File: config.mk
export PLATFORM = sky130hd
export DESIGN_NAME = software_timer_bank
export DESIGN_NICKNAME = d
export VERILOG_FILES = /design/src/hw/rtl/stb_pkg.sv /design/src/hw/rtl/stb_cell.sv /design/src/hw/rtl/stb_ctrl.sv /design/src/hw/rtl/software_timer_bank.sv
export SDC_FILE = /design/constraint.sdc
export NUM_CORES = 2
export LEC_CHECK = 0
export BUFFER_PORTS_ARGS = -buffer_cell sky130_fd_sc_hd__buf_2
export CAP_MARGIN = 20
export CORE_MARGIN = 1
export CORE_UTILIZATION = 65
export DETAILED_ROUTE_END_ITERATION = 6
export GPL_TIMING_DRIVEN = 0
export PLACE_DENSITY = 0.87
export SYNTH_ARGS = -nofsm -noshare
export SYNTH_HDL_FRONTEND = slang
export SYNTH_SLANG_ARGS = --single-unit
File: constraint.sdc
create_clock -name clk -period 7.62 [get_ports clk]
set_input_delay 0.381 -clock clk [delete_from_list [all_inputs] [get_ports clk]]
set_output_delay 0.381 -clock clk [all_outputs]
set_load 0.1 [all_outputs]
File: src/hw/rtl/stb_pkg.sv
// Shared types and constants for the software timer bank.
// No dependencies; used by stb_cell, stb_ctrl and software_timer_bank.
`default_nettype none

package stb_pkg;

    localparam int TIMER_SLOTS = 8;
    localparam int SLOT_W      = 3;

    // operation codes
    localparam logic [2:0] OP_TICK   = 3'd0;
    localparam logic [2:0] OP_SCAN   = 3'd1;
    localparam logic [2:0] OP_CREATE = 3'd2;
    localparam logic [2:0] OP_START  = 3'd3;
    localparam logic [2:0] OP_STOP   = 3'd4;
    localparam logic [2:0] OP_DELETE = 3'd5;

    // result kinds
    localparam logic [1:0] KIND_CREATED = 2'd0;
    localparam logic [1:0] KIND_FULL    = 2'd1;
    localparam logic [1:0] KIND_FIRED   = 2'd2;
    localparam logic [1:0] KIND_NONE    = 2'd3;

    typedef enum logic {
        ST_IDLE,
        ST_RUN
    } state_t;

    // token walking the cell chain during a scan or create
    typedef struct packed {
        logic valid;
        logic create;
    } token_t;

    // values broadcast from the controller to every cell
    typedef struct packed {
        logic [31:0] tick;
        logic [31:0] ivl;
        logic        rep;
        logic        ctl_en;
        logic [2:0]  ctl_op;
    } bcast_t;

endpackage

`default_nettype wire

File: src/hw/rtl/stb_cell.sv
// One timer slot: holds its own state, evaluates the walking token and
// passes it on. Depends on stb_pkg.
`default_nettype none

module stb_cell (
    input  wire logic            clk,
    input  wire logic            rst_n,
    input  wire stb_pkg::bcast_t bc,
    input  wire logic            sel,
    input  wire stb_pkg::token_t tok_in,
    output stb_pkg::token_t      tok_out,
    output logic                 hit
);
    import stb_pkg::*;

    token_t      tok_reg;
    logic        in_use_reg, in_use_next;
    logic        running_reg, running_next;
    logic        periodic_reg, periodic_next;
    logic [31:0] ivl_reg, ivl_next;
    logic [31:0] last_reg, last_next;
    logic [31:0] elapsed;
    logic        due;
    logic        claim;
    logic        fire;

    assign elapsed = bc.tick - last_reg;
    assign due     = in_use_reg && running_reg && (elapsed >= ivl_reg);
    assign claim   = tok_reg.valid && tok_reg.create && !in_use_reg;
    assign fire    = tok_reg.valid && !tok_reg.create && due;
    assign hit     = claim || fire;

    // a create token stops at the first free slot; a scan token runs through
    always_comb
    begin
        tok_out.valid  = tok_reg.valid && !claim;
        tok_out.create = tok_reg.create;
    end

    always_comb
    begin
        in_use_next   = in_use_reg;
        running_next  = running_reg;
        periodic_next = periodic_reg;
        ivl_next      = ivl_reg;
        last_next     = last_reg;
        if (claim)
        begin
            in_use_next   = 1'b1;
            running_next  = 1'b0;
            periodic_next = bc.rep;
            ivl_next      = bc.ivl;
            last_next     = '0;
        end
        else if (fire)
        begin
            last_next = bc.tick;
            if (!periodic_reg)
            begin
                running_next = 1'b0;
            end
        end
        else if (bc.ctl_en && sel)
        begin
            case (bc.ctl_op)
                OP_START:
                begin
                    if (in_use_reg)
                    begin
                        running_next = 1'b1;
                        last_next    = bc.tick;
                    end
                end
                OP_STOP:
                begin
                    running_next = 1'b0;
                end
                OP_DELETE:
                begin
                    in_use_next  = 1'b0;
                    running_next = 1'b0;
                end
                default:
                begin
                end
            endcase
        end
    end

    always_ff @(posedge clk or negedge rst_n)
    begin
        if (!rst_n)
        begin
            tok_reg     <= '0;
            in_use_reg  <= 1'b0;
            running_reg <= 1'b0;
        end
        else
        begin
            tok_reg     <= tok_in;
            in_use_reg  <= in_use_next;
            running_reg <= running_next;
        end
    end

    always_ff @(posedge clk)
    begin
        periodic_reg <= periodic_next;
        ivl_reg      <= ivl_next;
        last_reg     <= last_next;
    end

endmodule

`default_nettype wire

File: src/hw/rtl/stb_ctrl.sv
// Controller: tick counter, command decode, token launch and result
// ordering for the cell chain. Depends on stb_pkg.
`default_nettype none

module stb_ctrl (
    input  wire logic                             clk,
    input  wire logic                             rst_n,
    input  wire logic                             start,
    input  wire logic [2:0]                       operation,
    input  wire logic [31:0]                      interval,
    input  wire logic                             repeat_mode,
    input  wire logic [stb_pkg::TIMER_SLOTS-1:0]  hits,
    input  wire stb_pkg::token_t                  tail,
    output logic                                  busy,
    output stb_pkg::bcast_t                       bc,
    output stb_pkg::token_t                       launch,
    output logic                                  strobe,
    output logic [1:0]                            result_kind,
    output logic [2:0]                            slot,
    output logic                                  last
);
    import stb_pkg::*;

    state_t              state_reg, state_next;
    logic [31:0]         tick_reg, tick_next;
    logic [31:0]         ivl_reg;
    logic                rep_reg;
    logic                create_reg;
    logic [SLOT_W-1:0]   step_reg, step_next;
    logic                pend_valid_reg, pend_valid_next;
    logic [SLOT_W-1:0]   pend_slot_reg, pend_slot_next;
    token_t              tail_reg;
    logic                strobe_reg, strobe_next;
    logic [1:0]          kind_reg, kind_next;
    logic [2:0]          slot_reg, slot_next;
    logic                last_reg, last_next;
    logic                accept;
    logic                walk;
    logic                any_hit;

    assign accept  = start && !busy;
    assign walk    = (operation == OP_SCAN) || (operation == OP_CREATE);
    assign any_hit = |hits;
    assign busy    = (state_reg != ST_IDLE);

    assign launch.valid  = accept && walk;
    assign launch.create = (operation == OP_CREATE);

    always_comb
    begin
        bc.tick   = tick_reg;
        bc.ivl    = ivl_reg;
        bc.rep    = rep_reg;
        bc.ctl_en = accept;
        bc.ctl_op = operation;
    end

    assign tick_next = (accept && operation == OP_TICK) ? tick_reg + 32'd1 : tick_reg;

    // next state
    always_comb
    begin
        state_next = state_reg;
        unique case (state_reg)
            ST_IDLE:
            begin
                if (accept && walk)
                begin
                    state_next = ST_RUN;
                end
            end
            ST_RUN:
            begin
                if ((create_reg && any_hit) || tail_reg.valid)
                begin
                    state_next = ST_IDLE;
                end
            end
            default:
            begin
                state_next = ST_IDLE;
            end
        endcase
    end

    // results; a fired slot is held pending so the final one can carry last
    always_comb
    begin
        step_next       = '0;
        pend_valid_next = pend_valid_reg;
        pend_slot_next  = pend_slot_reg;
        strobe_next     = 1'b0;
        kind_next       = KIND_NONE;
        slot_next       = '0;
        last_next       = 1'b0;
        unique case (state_reg)
            ST_IDLE:
            begin
                pend_valid_next = 1'b0;
            end
            ST_RUN:
            begin
                step_next = step_reg + 1'b1;
                if (any_hit)
                begin
                    if (create_reg)
                    begin
                        strobe_next = 1'b1;
                        kind_next   = KIND_CREATED;
                        slot_next   = 3'(step_reg);
                        last_next   = 1'b1;
                    end
                    else
                    begin
                        if (pend_valid_reg)
                        begin
                            strobe_next = 1'b1;
                            kind_next   = KIND_FIRED;
                            slot_next   = 3'(pend_slot_reg);
                        end
                        pend_valid_next = 1'b1;
                        pend_slot_next  = step_reg;
                    end
                end
                else if (tail_reg.valid)
                begin
                    strobe_next = 1'b1;
                    last_next   = 1'b1;
                    if (create_reg)
                    begin
                        kind_next = KIND_FULL;
                    end
                    else if (pend_valid_reg)
                    begin
                        kind_next = KIND_FIRED;
                        slot_next = 3'(pend_slot_reg);
                    end
                    else
                    begin
                        kind_next = KIND_NONE;
                    end
                end
            end
            default:
            begin
            end
        endcase
    end

    always_ff @(posedge clk or negedge rst_n)
    begin
        if (!rst_n)
        begin
            state_reg      <= ST_IDLE;
            tick_reg       <= '0;
            step_reg       <= '0;
            pend_valid_reg <= 1'b0;
            tail_reg       <= '0;
            strobe_reg     <= 1'b0;
        end
        else
        begin
            state_reg      <= state_next;
            tick_reg       <= tick_next;
            step_reg       <= step_next;
            pend_valid_reg <= pend_valid_next;
            tail_reg       <= tail;
            strobe_reg     <= strobe_next;
        end
    end

    always_ff @(posedge clk)
    begin
        if (accept && walk)
        begin
            ivl_reg    <= interval;
            rep_reg    <= repeat_mode;
            create_reg <= (operation == OP_CREATE);
        end
        pend_slot_reg <= pend_slot_next;
        kind_reg      <= kind_next;
        slot_reg      <= slot_next;
        last_reg      <= last_next;
    end

    assign strobe      = strobe_reg;
    assign result_kind = kind_reg;
    assign slot        = slot_reg;
    assign last        = last_reg;

endmodule

`default_nettype wire

File: src/hw/rtl/software_timer_bank.sv
// Software timer bank: 8 timer slots, each a cell of a chain walked by a token.
// Tick, start, stop, delete: busy never rises, no result. Create: busy until
// the token stops at the first free cell, or runs off the end for bank full;
// its one result strobes in the first cycle with busy low. Scan: busy while the
// token walks every cell and the chain end; each fired slot strobes one result,
// the final one with last, or one none result with last if no slot fires. The
// receiver cannot stall. Reset: tick count zero, all slots free and disarmed.
`default_nettype none

module software_timer_bank (
    input  wire logic        clk,
    input  wire logic        rst_n,
    input  wire logic        start,
    output logic             busy,
    input  wire logic [2:0]  operation,
    input  wire logic [2:0]  target_slot,
    input  wire logic [31:0] interval,
    input  wire logic        repeat_mode,
    output logic             strobe,
    output logic [1:0]       result_kind,
    output logic [2:0]       slot,
    output logic             last
);
    import stb_pkg::*;

    bcast_t                  bc;
    token_t                  tok [0:TIMER_SLOTS];
    logic [TIMER_SLOTS-1:0]  hits;
    logic [TIMER_SLOTS-1:0]  sel;

    stb_ctrl u_ctrl (
        .clk         (clk),
        .rst_n       (rst_n),
        .start       (start),
        .operation   (operation),
        .interval    (interval),
        .repeat_mode (repeat_mode),
        .hits        (hits),
        .tail        (tok[TIMER_SLOTS]),
        .busy        (busy),
        .bc          (bc),
        .launch      (tok[0]),
        .strobe      (strobe),
        .result_kind (result_kind),
        .slot        (slot),
        .last        (last)
    );

    for (genvar i = 0; i < TIMER_SLOTS; i++)
    begin : g_cell
        assign sel[i] = (target_slot == SLOT_W'(i));

        stb_cell u_cell (
            .clk     (clk),
            .rst_n   (rst_n),
            .bc      (bc),
            .sel     (sel[i]),
            .tok_in  (tok[i]),
            .tok_out (tok[i+1]),
            .hit     (hits[i])
        );
    end

endmodule

`default_nettype wire
# After elaboration in Yosys (flattened, before gate mapping)
# Index checks and enable logic that the tools add are counted.
dict set report word_totals {
  register_bits 634
  input_bits 42
  wordCells 445
  out_inout_bits 8
}
dict set report op_classes {
  n_reduce_logical 189
  n_addsub 10
  magnitude_cmp 8
  eq_ne 38
  bitwise 2
  n_mux 129
}
# op n
set op_table {}
lappend op_table {{two-way mux 32 bit} 32}
lappend op_table {{greater-or-equal comparator 32 bit} 8}
lappend op_table {{subtractor 32 bit} 8}
lappend op_table {{nonzero test 2 bit} 40}
lappend op_table {{two-way mux 1 bit} 77}
lappend op_table {{logical AND 1 bit} 68}
lappend op_table {{AND reduction 3 bit} 17}
lappend op_table {{adder 32 x 1 -> 32 bit, second input constant} 1}
lappend op_table {{inequality test 4 x 1 -> 1 bit, second input constant} 8}
lappend op_table {{AND reduction 4 bit} 8}
lappend op_table {{nonzero test 4 bit} 8}
lappend op_table {{logical NOT 1 bit} 25}
lappend op_table {{inequality test 3 bit, second input constant} 8}
lappend op_table {{nonzero test 3 bit} 8}
lappend op_table {{one-hot mux 1 bit (2 select lines)} 10}
lappend op_table {{equality test 3 bit, second input constant} 6}
lappend op_table {{two-way mux 3 bit} 6}
lappend op_table {{inequality test 2 x 1 -> 1 bit, second input constant} 8}
lappend op_table {{equality test 3 x 2 -> 1 bit, second input constant} 4}
lappend op_table {{logical OR 1 bit} 10}
lappend op_table {{two-way mux 2 bit} 4}
lappend op_table {{OR reduction 8 bit} 1}
lappend op_table {{equality test 3 x 1 -> 1 bit, second input constant} 2}
lappend op_table {{logical NOT 3 bit} 2}
lappend op_table {{5 further kinds} 7}

# Logic depth before layout (Yosys ltp)
dict set report depth {
  depth_word 10
  mapped_depth 29
  mapped_depth_nobuf 27
}

# Hierarchy
# Synthesis repeated with hierarchy kept, for this count alone.
dict set report unflattened {
  cells_unflattened 4782
  area_unflattened_um2 44141.1
}
# module area_per_inst_um2 cells_per_inst instances seq_area_each_um2
set modules_own_cells {}
lappend modules_own_cells {{stb_cell (g_cell[0].u_cell ...)} 5205.0 575 5 1731.7}
lappend modules_own_cells {{stb_cell (g_cell[7].u_cell)} 5136.2 593 1 1731.7}
lappend modules_own_cells {{stb_cell (g_cell[1].u_cell)} 5014.8 569 1 1731.7}
lappend modules_own_cells {{stb_cell (g_cell[2].u_cell)} 4743.3 524 1 1731.7}
lappend modules_own_cells {stb_ctrl 3156.8 213 1 2207.1}
lappend modules_own_cells {software_timer_bank 65.1 8 1 0.0}

# Worst setup path before layout
# OpenSTA, ideal clock, no wires.
dict set report synth_timing {
  path_type {register to register}
  start {register u_ctrl.tick_reg[1]}
  end {register u_ctrl.pend_slot_reg[0], enable pin}
  path_stages_with_launch 25
  t_arrival_ns 5.685
  n_path_buf 0
  setup_slack_ns 1.683
  synth_period_minus_slack_ns 5.937
  path_cell_list {dfrtp_1 -> ha_1 -> nor2b_1 -> o21ai_1 -> a21o_1 -> a21oi_1 -> o311a_1 -> a311o_1 -> a2111oi_2 -> o21a_1 -> or2_2 -> o21ai_0 -> xor2_1 -> ha_1 -> a21o_1 -> a21o_1 -> a21oi_1 -> o21ai_1 -> a2111oi_0 -> a21oi_1 -> o31ai_1 -> o21ai_1 -> nor4_4 -> a31oi_1 -> and2_1}
}
dict set report synth_via {
  elab_chain_cells 7
  elab_cells_between_ends 42
}
# item line_no
set synth_lines {}
lappend synth_lines {{start: declaration} stb_ctrl.sv:25} ;# logic [31:0] tick_reg, tick_next;
lappend synth_lines {{start signal: assignment} stb_ctrl.sv:164} ;# tick_reg <= tick_next;
lappend synth_lines {{subtractor 32 bit} stb_cell.sv:27} ;# assign elapsed = bc.tick - last_reg;
lappend synth_lines {{greater-or-equal comparator 32 bit} stb_cell.sv:28} ;# assign due = in_use_reg && running_reg && (elapsed >= ivl_reg);
lappend synth_lines {{logical AND 1 bit} stb_cell.sv:28}
lappend synth_lines {{logical AND 1 bit} stb_cell.sv:30} ;# assign fire = tok_reg.valid && !tok_reg.create && due;
lappend synth_lines {{logical OR 1 bit} stb_cell.sv:31} ;# assign hit = claim || fire;
lappend synth_lines {{OR reduction 8 bit *} stb_ctrl.sv:43} ;# assign any_hit = |hits;
lappend synth_lines {{AND reduction 3 bit (no source line) *} n/a}
lappend synth_lines {{end signal: assignment} stb_ctrl.sv:180} ;# pend_slot_reg <= pend_slot_next;
lappend synth_lines {{end: declaration} stb_ctrl.sv:31} ;# logic [SLOT_W-1:0] pend_slot_reg, pend_slot_next;
# Every way passes the cells marked *; elsewhere a longest branch is shown, timed or not.
# A chain may end at the register's enable or synchronous reset.

# Final worst setup path
dict set report layout_timing {
  start {register u_ctrl.tick_reg[4]}
  end {register g_cell[4].u_cell.last_reg[15]}
}
dict set report layout_via {
  elab_chain_cells 6
  elab_cells_between_ends 9
}
# item line_no
set layout_lines {}
lappend layout_lines {{subtractor 32 bit *} stb_cell.sv:27}
lappend layout_lines {{greater-or-equal comparator 32 bit *} stb_cell.sv:28}
lappend layout_lines {{logical AND 1 bit *} stb_cell.sv:28}
lappend layout_lines {{logical AND 1 bit *} stb_cell.sv:30}
lappend layout_lines {{nonzero test 2 bit (no source line)} n/a}
lappend layout_lines {{AND reduction 3 bit (no source line)} n/a}
lappend layout_lines {{end signal: assignment} stb_cell.sv:110} ;# last_reg <= last_next;
lappend layout_lines {{end: declaration} stb_cell.sv:21} ;# logic [31:0] last_reg, last_next;
# Marks and branches as above.

==> results.toml <==
[grt]
grt_remaining_overflow = 0
grt_pass1_wl_mm = 173.8
grt_antenna_before_repair = 1
grt_use_total = 0.3645
grt_max_degree = 64
grt_pass1_vias = 30996

[setup_path]
reg2reg_slack_ns = 0.03
cp_max_fo = 11
required_ns = 8.10
rr_worst_depth = 24
critPathCaptureType = "flop"
crit_path_start_kind = "flop"
path_class = "reg2reg"
rr_startpoint = "u_ctrl.tick_reg[4]"
critical_path_arrival_ns = 8.07
reg2reg_to = "g_cell[4].u_cell.last_reg[15]"

[clocking]
htreeDepth = 3
cts-buffers-inserted = 71
clock_latency_ns = 0.63
cts_sinks = 634
cts_buffer_depth = 3
path_clk_slew_ns = 0.06
cts_tree = "built"
root_buffer = "clkbuf_16"

[die]
chipWidth_um = 249.6
core_um2 = 60470
dieArea_um2 = 62310
num_rows = 90
die_h_um = 249.6
io_pins = 50
initial_core_util = 0.6591

[hold_path]
hp-start = "operation[2]"
min_to = "g_cell[0].u_cell.tok_out[0]"
hold_depth = 2
min_path_type = "in2reg"

[route]
post_drt_wl_per_cell_um = 22.40
top_layer = "met4"
ant_nets = 0
drt-pass1-iter-count = 6
drc = 0
met2_wirelength_mm = 51.35
wl_met3_mm = 10.69
finalWirelength_mm = 115.0
drtIter0Drc = 3533
viasPerCell = 6.249
wl_met1_mm = 43.02
vias = 32062

[timing]
slew_headroom = 0.2117
min_period_ns = 7.589
worst_pin_slew_ns = 1.178
drv_slew = 0
fmax_mhz = 131.8
grt_setup_unrepaired = "yes"
period_share = 0.9959
whs_ns = 0.05360
fin_tns_setup_ns = 0
hold_viol_final = 0
setup_violations = 0
finClkSkew_ns = 0.03143

[power_and_ir_drop]
clockPowerShare = 0.299
p_leak_nw = 22.21
switching_share = 0.3500
p_per_area_nw_per_um2 = 263.2
intPower_mw = 7.573
switching_power_mw = 4.077
vdd.ir_drop.worst_uv = 212.3
power_frac_comb = 0.379
p_seq_frac = 0.322

[place]
place.gp.congestion = 1.012
dp_hpwl_mm = 81.78
portBuffers = 48

[yosys]
syn_area_um2 = 39850
synth_edf_count = 301
synthArstFlopShare = 0.1120
yosysWarningCount = 0
synth_flop_cell = "edfxtp_1"
synth-seq-cells = 634
syn_area_per_cell_um2 = 9.697
ys_types = 78
postSynthCellCount = 4110
syn_nets = 4666
seq_area_frac_synth = 0.4030

[finish]
drive_gt1_frac = 0.06003
fillers = 4114
finalNetCount = 4845
postLayoutCoreUtil = 0.7321
area_delta_synth_final_pct = 11.08

[run_status]
status = "completed"

[run]
max-cap-violations = 0
cell families (layout without fill, tap and decap cells):
group	after synthesis	in the layout	share of synthesized area
compound gates	859	859	0.1394
xor+xnor	258	258	0.05670
fa+ha+maj	514	514	0.1629
buf+inv	651	889	0.06204
flops	634	634	0.4030
mux	255	255	0.06408
other cells	0	1	0
simple gates	939	939	0.1119
stage by stage:
| stage | cell area, um2 | cells | power (mW) | setup slack (ns) |
|---|---|---|---|---|
| global route | 44270 | 5130 | 12.20 | -0.05684 |
| floorplan | 39850 | 4110 | 6.844 | 1.683 |
| CTS | 44160 | 5130 | 11.50 | 0.02544 |
| finish | 44270 | 5131 | 11.65 | 0.03094 |
| detailed placement | 41370 | 4958 | 7.968 | -0.8896 |
| global placement | 41070 | 4940 | 7.803 | -1.357 |
layout by cell type, fill, tap and decap left out, types with 20 or more instances in the layout:
master	count
o21bai_1	34
clkbuf_16	77
nor2_1	438
xor2_1	81
buf_2	68
a31oi_1	29
edfxtp_1	301
a21o_1	182
dfrtp_1	70
nand2_1	118
nor3_1	38
o21ai_0	117
xnor2_1	177
clkbuf_1	82
dfxtp_1	262
o21ai_1	29
inv_1	559
ha_1	506
nand4_1	54
o21a_1	49
nand2b_1	40
and3_1	29
nor2b_1	52
mux2i_1	254
nand3_1	64
dlygate4sd3_1	34
a21oi_1	258
or3_1	20
final cells by class:
cell class | instances | area (um2) | share of cell area
clock inverter | 19 | 162.7 | 0.003674
buffer | 91 | 391.6 | 0.008847
tap | 782 | 978.4 | 0.02210
multi-input combinational | 2825 | 21470 | 0.4850
inverter | 560 | 2106 | 0.04757
timing repair buffer | 106 | 924.6 | 0.02089
antenna | 1 | 2.502 | 0.00005653
clock buffer | 113 | 2172 | 0.04907
sequential | 634 | 16060 | 0.3628
worst max path at each step:
stage | from | to | cells after the start
2_1_floorplan | u_ctrl.tick_reg[1] | u_ctrl.pend_slot_reg[0] | 24
6_report | u_ctrl.tick_reg[4] | g_cell[4].u_cell.last_reg[15] | 24
3_5_place_dp | u_ctrl.tick_reg[0] | g_cell[2].u_cell.last_reg[31] | 27
5_1_grt | u_ctrl.tick_reg[0] | g_cell[0].u_cell.last_reg[15] | 27
3_3_place_gp | u_ctrl.tick_reg[0] | g_cell[2].u_cell.last_reg[24] | 27
4_1_cts | u_ctrl.tick_reg[4] | u_ctrl.pend_slot_reg[0] | 21
layer usage:
layer	vias up	global-route usage
met1	15148	0.4485
met5	-	0
met4	0	0.2764
li1	14790	-
met3	456	0.05736
met2	1668	0.5789
Yosys cell counts, types with 7 or more instances:
| library cell | count | area, um2 |
|---|---|---|
| o21ai_0 | 118 | 590.6 |
| a21oi_1 | 260 | 1301 |
| edfxtp_1 | 301 | 9039 |
| o211ai_1 | 12 | 90.09 |
| clkbuf_1 | 65 | 244.0 |
| dfxtp_1 | 262 | 5245 |
| a211o_1 | 11 | 96.34 |
| xor2_1 | 81 | 709.4 |
| nand4_1 | 54 | 337.8 |
| and2_1 | 19 | 118.9 |
| nand2_1 | 119 | 446.7 |
| o21bai_1 | 35 | 262.8 |
| or2_2 | 19 | 118.9 |
| o31ai_1 | 21 | 157.7 |
| a31oi_1 | 31 | 193.9 |
| o21a_1 | 49 | 367.9 |
| o2111ai_1 | 8 | 70.07 |
| a21o_1 | 182 | 1366 |
| nor4_1 | 7 | 43.79 |
| and4_1 | 10 | 87.58 |
| o21ai_1 | 33 | 165.2 |
| nor2b_1 | 52 | 325.3 |
| nand2b_1 | 40 | 250.2 |
| nor3_1 | 39 | 195.2 |
| ha_1 | 506 | 6331 |
| nand3_1 | 64 | 320.3 |
| mux2i_1 | 254 | 2542 |
| fa_1 | 8 | 160.2 |
| nor2_1 | 439 | 1648 |
| or3_1 | 20 | 125.1 |
| a211oi_1 | 17 | 127.6 |
| buf_2 | 23 | 115.1 |
| inv_1 | 560 | 2102 |
| and3_1 | 29 | 181.4 |
| xnor2_1 | 177 | 1550 |
| dfrtp_1 | 71 | 1777 |
| a2111oi_0 | 7 | 61.31 |
timing repair:
action	CTS	global route
pin swaps	1	0
resized for setup	9	25
buffers inserted	6	0
hold buffers	34	0
endpoints found under the hold margin	104	0
setup endpoints to repair	153	150
critical path, cell delays in order, from the launching register on:
cell,delay [ns]
dfrtp_1,0.77
ha_1,0.39
a2111o_1,0.50
o21bai_1,0.32
a31o_2,0.32
a21oi_1,0.22
o21ai_1,0.17
a21oi_1,0.43
a311oi_1,0.24
o21ai_1,0.27
nand2_1,0.10
a31oi_1,0.21
xnor2_1,0.09
ha_1,0.29
and4_1,0.28
nand2_1,0.09
nor2_1,0.17
o21ai_0,0.15
a31oi_1,0.40
a311oi_2,0.19
nor4b_2,0.77
o21ai_2,0.36
buf_2,0.34
mux2i_1,0.25
nor2_1,0.10
power groups by stage:
stage,logic [mW],registers (mW),clock network [mW]
after floorplan,3.05,3.79,0
after global placement,3.99,3.81,0
after detailed placement,4.15,3.81,0
after CTS,4.28,3.75,3.48
after global routing,4.82,3.75,3.62
final,4.42,3.75,3.48
Power figures use the tool's default switching activity.
